<file path="src/led_temporal_dither_packer_assert.svh">
// Assertion macros used by the dither packer top-level source.
`ifndef LED_TEMPORAL_DITHER_PACKER_ASSERT_SVH
`define LED_TEMPORAL_DITHER_PACKER_ASSERT_SVH

// Same-cycle implication, checked outside reset.
`define LTDP_ASSERT_NOW(label, clk, rst_n, ante, cons) \
    label: assert property (@(posedge clk) disable iff (!rst_n) (ante) |-> (cons)) \
        else $error("ltdp check failed");

// Next-cycle implication, checked outside reset.
`define LTDP_ASSERT_NEXT(label, clk, rst_n, ante, cons) \
    label: assert property (@(posedge clk) disable iff (!rst_n) (ante) |=> (cons)) \
        else $error("ltdp check failed");

`endif

</file>
<file path="src/ltdp_pkg.sv">
package ltdp_pkg;

    // Defaults for the top-level parameters.
    localparam int MAX_LEDS_DEF      = 64;
    localparam int RESIDUAL_BITS_DEF = 8;

    // Fixed field widths.
    localparam int LEVEL_W = 16;
    localparam int DEPTH_W = 5;
    localparam int COUNT_W = 7;
    localparam int GRB_W   = 24;
    localparam int CFG_IDX_W  = 2;
    localparam int CFG_DATA_W = 7;

    // Configuration register indexes.
    localparam logic [CFG_IDX_W-1:0] REG_BIT_DEPTH = 2'd0;
    localparam logic [CFG_IDX_W-1:0] REG_LED_COUNT = 2'd1;

    // Bit depth limits and reset values.
    localparam logic [DEPTH_W-1:0] DEPTH_MIN   = 5'd8;
    localparam logic [DEPTH_W-1:0] DEPTH_MAX   = 5'd16;
    localparam logic [COUNT_W-1:0] COUNT_RESET = 7'd64;

endpackage

</file>
<file path="src/ltdp_ram.sv">
module ltdp_ram #(
    parameter int WIDTH = 24,
    parameter int DEPTH = 64
) (
    input  logic                                   clk,
    input  logic                                   we,
    input  logic [(DEPTH > 1 ? $clog2(DEPTH) : 1)-1:0] waddr,
    input  logic [WIDTH-1:0]                       wdata,
    input  logic                                   re,
    input  logic [(DEPTH > 1 ? $clog2(DEPTH) : 1)-1:0] raddr,
    output logic [WIDTH-1:0]                       rdata
);

    logic [WIDTH-1:0] mem [DEPTH];

    // Single write port, registered read port with enable.
    always_ff @(posedge clk)
    begin
        if (we)
        begin
            mem[waddr] <= wdata;
        end
        if (re)
        begin
            rdata <= mem[raddr];
        end
    end

endmodule

</file>
<file path="src/ltdp_lane.sv">
module ltdp_lane #(
    parameter int RES_BITS = 8
) (
    input  logic [ltdp_pkg::LEVEL_W-1:0] level,
    input  logic [ltdp_pkg::DEPTH_W-1:0] depth,
    input  logic [RES_BITS-1:0]          res_in,
    output logic [7:0]                   level8,
    output logic [RES_BITS-1:0]          res_out
);

    import ltdp_pkg::*;

    localparam int SUM_W = LEVEL_W + 1;

    logic [SUM_W-1:0] full;
    logic [SUM_W-1:0] sum_raw;
    logic [SUM_W-1:0] sum_clamped;
    logic [SUM_W-1:0] low_mask;
    logic [3:0]       shift;

    // Add the carried residual to the masked target and saturate at full scale.
    always_comb
    begin
        shift       = 4'(depth - DEPTH_MIN);
        full        = (SUM_W'(1) << depth) - SUM_W'(1);
        sum_raw     = ({1'b0, level} & full) + SUM_W'(res_in);
        sum_clamped = (sum_raw > full) ? full : sum_raw;
        low_mask    = (SUM_W'(1) << shift) - SUM_W'(1);
        level8      = 8'(sum_clamped >> shift);
        res_out     = RES_BITS'(sum_clamped & low_mask);
    end

endmodule

</file>
<file path="src/led_temporal_dither_packer.sv">
// Temporal dither packer for a chain of serial RGB LEDs.
// Input channel: in_valid/in_stall with red, green and blue targets and a
// lights_on flag, one LED per transaction in chain order. Output channel:
// out_valid/out_stall with the packed GRB word and a frame_end flag on the
// last LED of the chain. Configuration: cfg_valid/cfg_ready write channel;
// index 0 is bit_depth, index 1 is led_count; cfg_ready is always high.
// An accepted transaction passes through the read stage into the output
// register; one transaction per cycle is sustained while the receiver does
// not stall. The limit is the residual memory read, followed by the dither
// add, with a forward path when consecutive LEDs share an entry.
// After reset the residual memory is swept to zero, during which in_stall
// is held high; configuration writes are still taken.
// When the receiver stalls, the output register holds its result and one
// more transaction may enter the read stage behind it; after that in_stall
// rises until the output drains.
`include "led_temporal_dither_packer_assert.svh"

module led_temporal_dither_packer #(
    parameter int MAX_LEDS      = ltdp_pkg::MAX_LEDS_DEF,
    parameter int RESIDUAL_BITS = ltdp_pkg::RESIDUAL_BITS_DEF
) (
    input  logic                             clk,
    input  logic                             rst_n,
    input  logic                             in_valid,
    output logic                             in_stall,
    input  logic [ltdp_pkg::LEVEL_W-1:0]     red_level,
    input  logic [ltdp_pkg::LEVEL_W-1:0]     green_level,
    input  logic [ltdp_pkg::LEVEL_W-1:0]     blue_level,
    input  logic                             lights_on,
    output logic                             out_valid,
    input  logic                             out_stall,
    output logic [ltdp_pkg::GRB_W-1:0]       grb_word,
    output logic                             frame_end,
    input  logic                             cfg_valid,
    output logic                             cfg_ready,
    input  logic [ltdp_pkg::CFG_IDX_W-1:0]   cfg_index,
    input  logic [ltdp_pkg::CFG_DATA_W-1:0]  cfg_data
);

    import ltdp_pkg::*;

    localparam int AW    = (MAX_LEDS > 1) ? $clog2(MAX_LEDS) : 1;
    localparam int RB    = RESIDUAL_BITS;
    localparam int MEM_W = 3 * RB;
    localparam int CNT_W = ((COUNT_W > $clog2(MAX_LEDS + 1)) ? COUNT_W
                           : $clog2(MAX_LEDS + 1)) + 1;
    localparam logic [AW-1:0] LAST_ADDR = AW'(MAX_LEDS - 1);

    // Configuration registers.
    logic [DEPTH_W-1:0] bit_depth_reg;
    logic [COUNT_W-1:0] led_count_reg;

    // Clearing sweep.
    logic          clr_active_reg;
    logic [AW-1:0] clr_addr_reg;

    // Position counter.
    logic [AW-1:0] pos_reg;
    logic [AW-1:0] pos_eff;
    logic [AW-1:0] pos_next;
    logic          last;

    // Read stage.
    logic               s1_valid_reg;
    logic [AW-1:0]      s1_pos_reg;
    logic               s1_last_reg;
    logic               s1_on_reg;
    logic [LEVEL_W-1:0] s1_red_reg;
    logic [LEVEL_W-1:0] s1_green_reg;
    logic [LEVEL_W-1:0] s1_blue_reg;
    logic               s1_fwd_reg;
    logic [MEM_W-1:0]   s1_fwd_data_reg;

    // Output register.
    logic             out_valid_reg;
    logic [GRB_W-1:0] grb_word_reg;
    logic             frame_end_reg;

    logic               out_en;
    logic               s1_en;
    logic               acc;
    logic               fwd_match;
    logic [DEPTH_W-1:0] depth_eff;
    logic [CNT_W-1:0]   count_eff;
    logic [MEM_W-1:0]   ram_rdata;
    logic [MEM_W-1:0]   res_cur;
    logic [MEM_W-1:0]   res_new;
    logic [7:0]         red8;
    logic [7:0]         green8;
    logic [7:0]         blue8;
    logic               item_we;
    logic               ram_we;
    logic [AW-1:0]      ram_waddr;
    logic [MEM_W-1:0]   ram_wdata;

    // Handshake and stage enables.
    assign out_en    = !out_valid_reg || !out_stall;
    assign s1_en     = !s1_valid_reg || out_en;
    assign in_stall  = !s1_en || clr_active_reg;
    assign acc       = in_valid && !in_stall;
    assign cfg_ready = 1'b1;

    // Effective configuration after range clamping.
    always_comb
    begin
        if (bit_depth_reg < DEPTH_MIN)
        begin
            depth_eff = DEPTH_MIN;
        end
        else if (bit_depth_reg > DEPTH_MAX)
        begin
            depth_eff = DEPTH_MAX;
        end
        else
        begin
            depth_eff = bit_depth_reg;
        end

        if (led_count_reg == '0)
        begin
            count_eff = CNT_W'(1);
        end
        else if (CNT_W'(led_count_reg) > CNT_W'(MAX_LEDS))
        begin
            count_eff = CNT_W'(MAX_LEDS);
        end
        else
        begin
            count_eff = CNT_W'(led_count_reg);
        end
    end

    // Current LED, last-LED flag and next position.
    always_comb
    begin
        pos_eff  = (32'(pos_reg) >= 32'(MAX_LEDS)) ? '0 : pos_reg;
        last     = (CNT_W'(pos_eff) + CNT_W'(1)) >= count_eff;
        pos_next = last ? '0 : AW'(pos_eff + AW'(1));
    end

    // The entry being written this cycle is forwarded to an item reading it.
    assign fwd_match = s1_valid_reg && s1_on_reg && (s1_pos_reg == pos_eff);

    // Residual memory: sweep writes during clearing, item writes afterwards.
    assign item_we   = s1_valid_reg && s1_on_reg && out_en;
    assign ram_we    = clr_active_reg || item_we;
    assign ram_waddr = clr_active_reg ? clr_addr_reg : s1_pos_reg;
    assign ram_wdata = clr_active_reg ? '0 : res_new;

    ltdp_ram #(
        .WIDTH (MEM_W),
        .DEPTH (MAX_LEDS)
    ) u_res_ram (
        .clk   (clk),
        .we    (ram_we),
        .waddr (ram_waddr),
        .wdata (ram_wdata),
        .re    (s1_en),
        .raddr (pos_eff),
        .rdata (ram_rdata)
    );

    // Dither the three channels with the residual read for this LED.
    assign res_cur = s1_fwd_reg ? s1_fwd_data_reg : ram_rdata;

    ltdp_lane #(.RES_BITS(RB)) u_lane_red (
        .level   (s1_red_reg),
        .depth   (depth_eff),
        .res_in  (res_cur[3*RB-1:2*RB]),
        .level8  (red8),
        .res_out (res_new[3*RB-1:2*RB])
    );

    ltdp_lane #(.RES_BITS(RB)) u_lane_green (
        .level   (s1_green_reg),
        .depth   (depth_eff),
        .res_in  (res_cur[2*RB-1:RB]),
        .level8  (green8),
        .res_out (res_new[2*RB-1:RB])
    );

    ltdp_lane #(.RES_BITS(RB)) u_lane_blue (
        .level   (s1_blue_reg),
        .depth   (depth_eff),
        .res_in  (res_cur[RB-1:0]),
        .level8  (blue8),
        .res_out (res_new[RB-1:0])
    );

    // Configuration writes.
    always_ff @(posedge clk or negedge rst_n)
    begin
        if (!rst_n)
        begin
            bit_depth_reg <= DEPTH_MIN;
            led_count_reg <= COUNT_RESET;
        end
        else if (cfg_valid && cfg_ready)
        begin
            case (cfg_index)
                REG_BIT_DEPTH: bit_depth_reg <= cfg_data[DEPTH_W-1:0];
                REG_LED_COUNT: led_count_reg <= cfg_data[COUNT_W-1:0];
                default:       ;
            endcase
        end
    end

    // Clearing sweep after reset.
    always_ff @(posedge clk or negedge rst_n)
    begin
        if (!rst_n)
        begin
            clr_active_reg <= 1'b1;
            clr_addr_reg   <= '0;
        end
        else if (clr_active_reg)
        begin
            clr_addr_reg <= AW'(clr_addr_reg + AW'(1));
            if (clr_addr_reg == LAST_ADDR)
            begin
                clr_active_reg <= 1'b0;
            end
        end
    end

    // Position counter and stage valid flags.
    always_ff @(posedge clk or negedge rst_n)
    begin
        if (!rst_n)
        begin
            pos_reg       <= '0;
            s1_valid_reg  <= 1'b0;
            out_valid_reg <= 1'b0;
        end
        else
        begin
            if (acc)
            begin
                pos_reg <= pos_next;
            end
            if (s1_en)
            begin
                s1_valid_reg <= acc;
            end
            if (out_en)
            begin
                out_valid_reg <= s1_valid_reg;
            end
        end
    end

    // Read stage payload.
    always_ff @(posedge clk)
    begin
        if (acc)
        begin
            s1_pos_reg      <= pos_eff;
            s1_last_reg     <= last;
            s1_on_reg       <= lights_on;
            s1_red_reg      <= red_level;
            s1_green_reg    <= green_level;
            s1_blue_reg     <= blue_level;
            s1_fwd_reg      <= fwd_match;
            s1_fwd_data_reg <= res_new;
        end
    end

    // Output register payload.
    always_ff @(posedge clk)
    begin
        if (out_en && s1_valid_reg)
        begin
            grb_word_reg  <= s1_on_reg ? {green8, red8, blue8} : '0;
            frame_end_reg <= s1_last_reg;
        end
    end

    assign out_valid = out_valid_reg;
    assign grb_word  = grb_word_reg;
    assign frame_end = frame_end_reg;

    // Checks.
    `LTDP_ASSERT_NOW(a_no_accept_in_clear, clk, rst_n, clr_active_reg, in_stall)
    `LTDP_ASSERT_NOW(a_full_blocks_input, clk, rst_n,
        s1_valid_reg && out_valid_reg && out_stall, in_stall)
    `LTDP_ASSERT_NOW(a_item_write_after_clear, clk, rst_n, item_we, !clr_active_reg)
    `LTDP_ASSERT_NEXT(a_last_wraps, clk, rst_n, acc && last, pos_reg == '0)

endmodule

</file>
<file path="config.mk">
export PLATFORM = sky130hd
export DESIGN_NAME = led_temporal_dither_packer
export DESIGN_NICKNAME = d
export VERILOG_FILES = /design/src/ltdp_pkg.sv /design/src/ltdp_ram.sv /design/src/ltdp_lane.sv /design/src/led_temporal_dither_packer.sv
export VERILOG_INCLUDE_DIRS = /design/src /design/src/src
export SDC_FILE = /design/constraint.sdc
export NUM_CORES = 2
export LEC_CHECK = 0
export ABC_AREA = 1
export ABC_CLOCK_PERIOD_IN_PS = 12800
export BUFFER_PORTS_ARGS = -buffer_cell sky130_fd_sc_hd__buf_4
export CAP_MARGIN = 25
export CORE_ASPECT_RATIO = 0.75
export CORE_MARGIN = 5
export CORE_UTILIZATION = 55
export CTS_CLUSTER_SIZE = 20
export DETAILED_ROUTE_END_ITERATION = 16
export HOLD_SLACK_MARGIN = 0.03
export PLACE_DENSITY = 0.68
export SETUP_SLACK_MARGIN = 0.2
export SLEW_MARGIN = 20
export SYNTH_ARGS = -nofsm -noshare
export SYNTH_HDL_FRONTEND = slang
export SYNTH_SLANG_ARGS = --single-unit
</file>
<file path="constraint.sdc">
create_clock -name clk -period 12.8 [get_ports clk]
set_input_delay 2.56 -clock clk [delete_from_list [all_inputs] [get_ports clk]]
set_output_delay 2.56 -clock clk [all_outputs]
set_load 0.01 [all_outputs]
</file>
## Yosys cells after proc, flatten, opt, wreduce, memory -nomap -nowiden

Memory sizes are Yosys's and may differ from the RTL's. A register that Yosys moved wholly into a read port is not among the register bits.
Cells that the tools add are included.

- Input bits: 63
- Logic and storage cells: 81
- RAM bits: 1536
- Register bits after elaboration: 133
- Output and inout bits: 28
- Memories: 1

- Eq/ne operators: 3
- $add $sub $neg: 9
- Muxes and demuxes: 15
- Reduce and logical (&&, ||, !) cells: 18
- Order comparisons: 7
- Shifts and indexed selects: 5
- Bitwise gates (word level): 6

Memories:

| memory | depth | bits a word | read ports | clocked after Yosys merged registers in | wr ports | line | text |
|---|---|---|---|---|---|---|---|
| u_res_ram.mem | 64 | 24 | 1 | 1 | 1 | ltdp_ram.sv:14 | `logic [WIDTH-1:0] mem [DEPTH];` |

Operators by type and width:

| operator | number |
|---|---|
| adder 17 x 8 -> 17 bit | 3 |
| AND 16 x 17 -> 17 bit | 3 |
| greater-than comparator 17 bit | 3 |
| 2-to-1 mux 17 bit | 3 |
| right shift 17 x 4 -> 8 bit | 3 |
| 2-to-1 mux 24 bit | 2 |
| AND 8 bit | 3 |
| left shift 1 x 5 -> 17 bit (first input constant) | 1 |
| subtractor 17 x 2 -> 17 bit (second input constant) | 1 |
| adder 6 x 1 -> 6 bit (second input constant) | 2 |
| 2-to-1 mux 6 bit | 2 |
| 2-to-1 mux 5 bit | 2 |
| >= comparator 7 x 8 -> 1 bit | 1 |
| 2-to-1 mux 8 bit | 1 |
| left shift 1 x 4 -> 8 bit (first input constant) | 1 |
| subtractor 8 x 2 -> 8 bit (second input constant) | 1 |
| adder 6 x 1 -> 7 bit (second input constant) | 1 |
| greater-than comparator 7 bit (second input constant) | 1 |
| zero test 7 bit | 1 |
| 2-to-1 mux 7 bit | 1 |
| == test 6 bit | 1 |
| == test 6 bit (second input constant) | 1 |
| greater-than comparator 5 bit (second input constant) | 1 |
| logical AND 1 bit | 5 |
| other kinds (8) | 19 |

## Depth between registers and ports, before layout

- Word-level depth: 11
- Mapped depth: 36
- Mapped depth without buffers: 34

## Modules after synthesis

Synthesis repeated with hierarchy kept, for this count alone.

- Cell total of the unflattened synthesis: 7120
- Area, all modules: 76156.8 µm²

Modules (own cells, without submodules):

| module | instances | area each (µm²) | cells each |
|---|---|---|---|
| ltdp_ram | 1 | 62995.4 | 5230 |
| led_temporal_dither_packer | 1 | 5531.6 | 451 |
| ltdp_lane at u_lane_blue ... | 2 | 2572.5 | 483 |
| ltdp_lane at u_lane_red | 1 | 2484.9 | 473 |

## Least setup slack after synthesis

OpenSTA, ideal clock, no wires.

- Path type: reg2reg
- From: register s1_fwd_reg
- To: memory u_res_ram.mem[0][1] (data pin)
- Period minus slack after synthesis: 7395 ps
- Setup slack: 5405 ps
- Cell stages (with the launch flop): 24
- Data required time: 12120 ps
- Arrival: 6714 ps
- Cell sequence: edfxtp_1 -> clkbuf_1 -> buf_1 -> mux2_2 -> ha_1 -> inv_1 -> fa_1 -> o21ai_0 -> a21oi_1 -> nand3b_1 -> nor2_2 -> nand2_1 -> and2_1 -> ha_1 -> nand2_1 -> nor3_1 -> nand4_1 -> nand3_1 -> nand2_1 -> clkbuf_1 -> nand2_1 -> o21a_1 -> inv_1 -> nor3_1

- Longest elaborated chain between the ends: 6

Ends and longest elaborated chain:

| item | line | text |
|---|---|---|
| from (decl) | led_temporal_dither_packer.sv:71 | `logic s1_fwd_reg;` |
| from (signal assigned) | led_temporal_dither_packer.sv:263 | `s1_fwd_reg <= fwd_match;` |
| 2-to-1 mux 24 bit * | led_temporal_dither_packer.sv:164 | `assign res_cur = s1_fwd_reg ? s1_fwd_data_reg : ram_rdata;` |
| adder 17 x 8 -> 17 bit * | ltdp_lane.sv:26 | `sum_raw = ({1'b0, level} & full) + SUM_W'(res_in);` |
| greater-than comparator 17 bit | ltdp_lane.sv:27 | `sum_clamped = (sum_raw > full) ? full : sum_raw;` |
| 2-to-1 mux 17 bit * | ltdp_lane.sv:27 |  |
| AND 8 bit * | ltdp_lane.sv:30 | `res_out = RES_BITS'(sum_clamped & low_mask);` |
| 2-to-1 mux 24 bit * | led_temporal_dither_packer.sv:148 | `assign ram_wdata = clr_active_reg ? '0 : res_new;` |
| named net ram_wdata[1] | led_temporal_dither_packer.sv:94 | `logic [MEM_W-1:0] ram_wdata;` |
| to (decl) | ltdp_ram.sv:14 |  |

The timed path passes the listed nets; every way through them passes the cells marked *.

## Final worst setup path

- From: register s1_fwd_reg
- To: memory u_res_ram.mem[52][2] (data pin)

Same word-level chain as after synthesis.

==> impl_metrics.env <==
export IMPL_run_status="finished clean"
export IMPL_holdPathStages=0
export IMPL_comb_power_share=0.352
export IMPL_fin_nets=5974
export IMPL_worstSetupStartpointType="flip-flop"
export IMPL_net_switching_share_of_the_total_power=0.384
export IMPL_synth_cells=5796
export IMPL_overflow=0
export IMPL_crit_path_max_fanout=64
export IMPL_totalNegativeSetupSlack_ns=0
export IMPL_largest_reg_flops=1536
export IMPL_hpwl_um=113000
export IMPL_finalNonFillerCells=7681
export IMPL_drv_cap=0
export IMPL_n_fill_cell=9965
export IMPL_core_region_area_um2=129000
export IMPL_synthToLayoutAreaGrowth_pct=10.9
export IMPL_yosysTopAreaCell="edfxtp_1"
export IMPL_clk_root_buffer_cell="clkbuf_16"
export IMPL_syn_area_cell_um2=12.3
export IMPL_post_cts_resize_count=0
export IMPL_multi_input_area_um2=18500
export IMPL_via_count=48333
export IMPL_timing_final_max_slew_violations=0
export IMPL_htreeDepth=4
export IMPL_powerDensity_nw_per_um2=229
export IMPL_starting_density_of_the_core=0.553
export IMPL_grt_util_all_layers=0.288
export IMPL_grt_antenna_before_repair=4
export IMPL_register_area_um2=50700
export IMPL_timing_fmax_mhz=159
export IMPL_period_needed_ns=6.28
export IMPL_ant_nets=0
export IMPL_drt_initial_drc_count=6534
export IMPL_synth_ff_latch_count=1693
export IMPL_timing_critical_path_to_type="flip-flop"
export IMPL_synthArstFlopShare=0.0159
export IMPL_synth_cell_types=56
export IMPL_internal_power_mw=11.1
export IMPL_sequentialPowerShare=0.398
export IMPL_post_cts_hold_buffer_count=0
export IMPL_yosysWarnings=0
export IMPL_placed_cells_incl_taps=7402
export IMPL_synth_cell_area_um2=71100
export IMPL_ir_drop_uv=206
export IMPL_place_port_buffers=89
export IMPL_synth_top_cells_by_area="edfxtp_1 70%, o21ai_0 5.7%, nor2_1 4.9%, nand2_1 3.1%, o22ai_1 2.1%"
export IMPL_post_synth_top_count_cell="edfxtp_1"
export IMPL_clock_tree_buffer_depth=3
export IMPL_final_hold_viol_count=0
export IMPL_clock_insertion_delay_worst_skew_ns=0.80
export IMPL_ioPinCount=91
export IMPL_die_width_um=425
export IMPL_slew_headroom=0.342
export IMPL_top_cell_type_s_share_of_synthesized_area=0.704
export IMPL_route_final_wire_length_um=200000
export IMPL_cp_required_ns=13.28
export IMPL_worst_slew_pin_transition_ns=0.988
export IMPL_synth_seq_area_share=0.713
export IMPL_grt_start_max_net_pins=190
export IMPL_grt_pass1_vias=44549
export IMPL_drt_pass1_iter_count=7
export IMPL_detailedPlace_worstSlack_ns=6.65
export IMPL_finalCritPeriodShare=0.490
export IMPL_worst_clock_skew_ns=0.0342
export IMPL_cts_sinks=1693
export IMPL_drc_errors=0
export IMPL_timing_setup_critical_path_class="flip-flop to flip-flop"
export IMPL_power_leakage_nw=26.7
export IMPL_grt_setup_unrepaired="no"
export IMPL_ys_dominant_reg_cell="edfxtp_1"
export IMPL_max_flop_register="u_res_ram.mem"
export IMPL_clk_pin_slew_ns=0.06
export IMPL_drive_gt1_frac=0.106
export IMPL_grt_first_pass_wirelength_um=292000
export IMPL_cts_buffers=156
export IMPL_cp_data_arrival_time_ns=6.76
export IMPL_utilization=0.613
export IMPL_synth_enable_flop_cells=1666
export IMPL_setup_viol=0
export IMPL_worst_slack_ns=6.52
export IMPL_height_of_the_chip_um=321
export IMPL_routed_wire_length_per_instance_um=26.0
export IMPL_tritoncts_clock_tree="done"
export IMPL_rr_worst_depth=24
export IMPL_min_path_type="flip-flop to flip-flop"
export IMPL_fp_dieArea_um2=137000
export IMPL_clock_power_share=0.249
export IMPL_cts_post_setup_buffers_inserted=0
export IMPL_rows=114
export IMPL_place_congestion=0.918
export IMPL_route_detailed_vias_per_inst=6.29
export IMPL_yosys_top_cells_count="1666 x edfxtp_1, 925 x nor2_1, 815 x o21ai_0"
export IMPL_p_switching_mw=6.92
cells by family (layout without fill, tap and decap cells):
kind of cell,after synthesis,in the layout,synth area share
and+or+nand+nor,1978,1978,0.117
AOI/OAI and AO/OA,1409,1409,0.115
muxes,22,22,0.00348
DFF,1693,1693,0.713
buffers and inverters,575,705,0.0311
other,2,17,0.000106
adders and majority gates,89,89,0.0160
xor gates and xnor gates,28,28,0.00345
stage by stage:
| stage | power, mW | cell area, um2 | hold WS (ns) |
|---|---|---|---|
| final | 18.0 | 78900 | 0.435 |
| after global routing | 18.9 | 78900 | 0.448 |
| after CTS | 18.0 | 78800 | 0.439 |
| after detailed placement | 13.5 | 74000 | 0.426 |
| after global placement | 13.4 | 74000 | 0.404 |
| after floorplan | 11.1 | 71100 | 0.400 |
final timing paths:
path | start | end | slack [ns]
max | s1_fwd_reg | u_res_ram.mem[52][2] | 6.52
min | s1_last_reg | frame_end | 0.43
max reg2reg | s1_fwd_reg | u_res_ram.mem[52][2] | 6.52
min reg2reg | s1_last_reg | frame_end | 0.43
max in group asynchronous | rst_n | pos_eff[0] | 10.67
min in group asynchronous | rst_n | out_valid | 1.71
power groups by stage:
stage,logic (mW),clock network [mW],registers (mW)
after global routing,6.86,4.81,7.19
after CTS,6.23,4.55,7.18
after detailed placement,6.21,0,7.29
after floorplan,3.84,0,7.25
final,6.35,4.50,7.18
after global placement,6.09,0,7.29
area by class of cell:
cell class                      count  area share
Clock buffer                      203      0.0533
Timing Repair Buffer              236      0.0238
Multi-Input combinational cell   3541       0.235
Tap cell                         1740      0.0276
Inverter                          194     0.00957
Clock inverter                     72     0.00780
Antenna cell                        2   0.0000635
Sequential cell                  1693       0.643
cell usage in the layout (no fill, tap or decap), types with 6 or more instances in the layout:
cell / Yosys / routed
a21oi_1: 96 / 96
a31oi_1: 22 / 22
a32o_1: 18 / 18
buf_12: 0 / 6
buf_4: 3 / 228
bufinv_16: 0 / 9
clkbuf_1: 332 / 41
clkbuf_16: 0 / 162
clkinv_1: 8 / 35
clkinv_2: 1 / 20
clkinvlp_4: 0 / 6
conb_1: 2 / 15
dfrtp_1: 24 / 20
edfxtp_1: 1666 / 1666
ha_1: 86 / 86
inv_1: 174 / 172
inv_2: 10 / 10
mux2_2: 22 / 22
nand2_1: 592 / 592
nand2_2: 11 / 11
nand3_1: 278 / 278
nand3_2: 9 / 9
nand3b_1: 6 / 6
nand4_1: 85 / 85
nor2_1: 925 / 859
nor2_2: 8 / 73
nor2_4: 9 / 10
nor3_1: 36 / 12
nor3_2: 2 / 26
o211ai_1: 48 / 48
o21ai_0: 815 / 815
o221ai_1: 149 / 149
o22ai_1: 240 / 240
xnor2_1: 7 / 7
xor2_1: 21 / 21
worst max-delay path, stage by stage (launching register included):
cell,delay (ns)
edfxtp_1,0.33
buf_4,0.35
mux2_2,0.23
ha_1,0.15
inv_1,0.06
fa_1,0.46
o21ai_0,0.42
a21oi_1,0.22
nand3b_1,0.24
nor2_2,0.18
nand3_1,0.15
nand2_1,0.09
inv_1,0.05
ha_1,0.29
nand4_1,0.12
nor3_1,0.33
nand4_1,0.14
nand3_1,0.11
nand2_1,0.39
clkinv_1,0.36
nand2_1,0.25
nand2_1,0.21
inv_1,0.09
nor3_2,0.11
buf_4,0.58
routing by layer:
metal,GRT usage,routed length [um],vias up
li1,-,-,21451
met1,0.437,83600,23890
met2,0.419,87200,2637
met3,0.0644,23000,353
met4,0.0848,5960,2
met5,0,11,-
No activity file was read; power rests on OpenSTA's default activity.
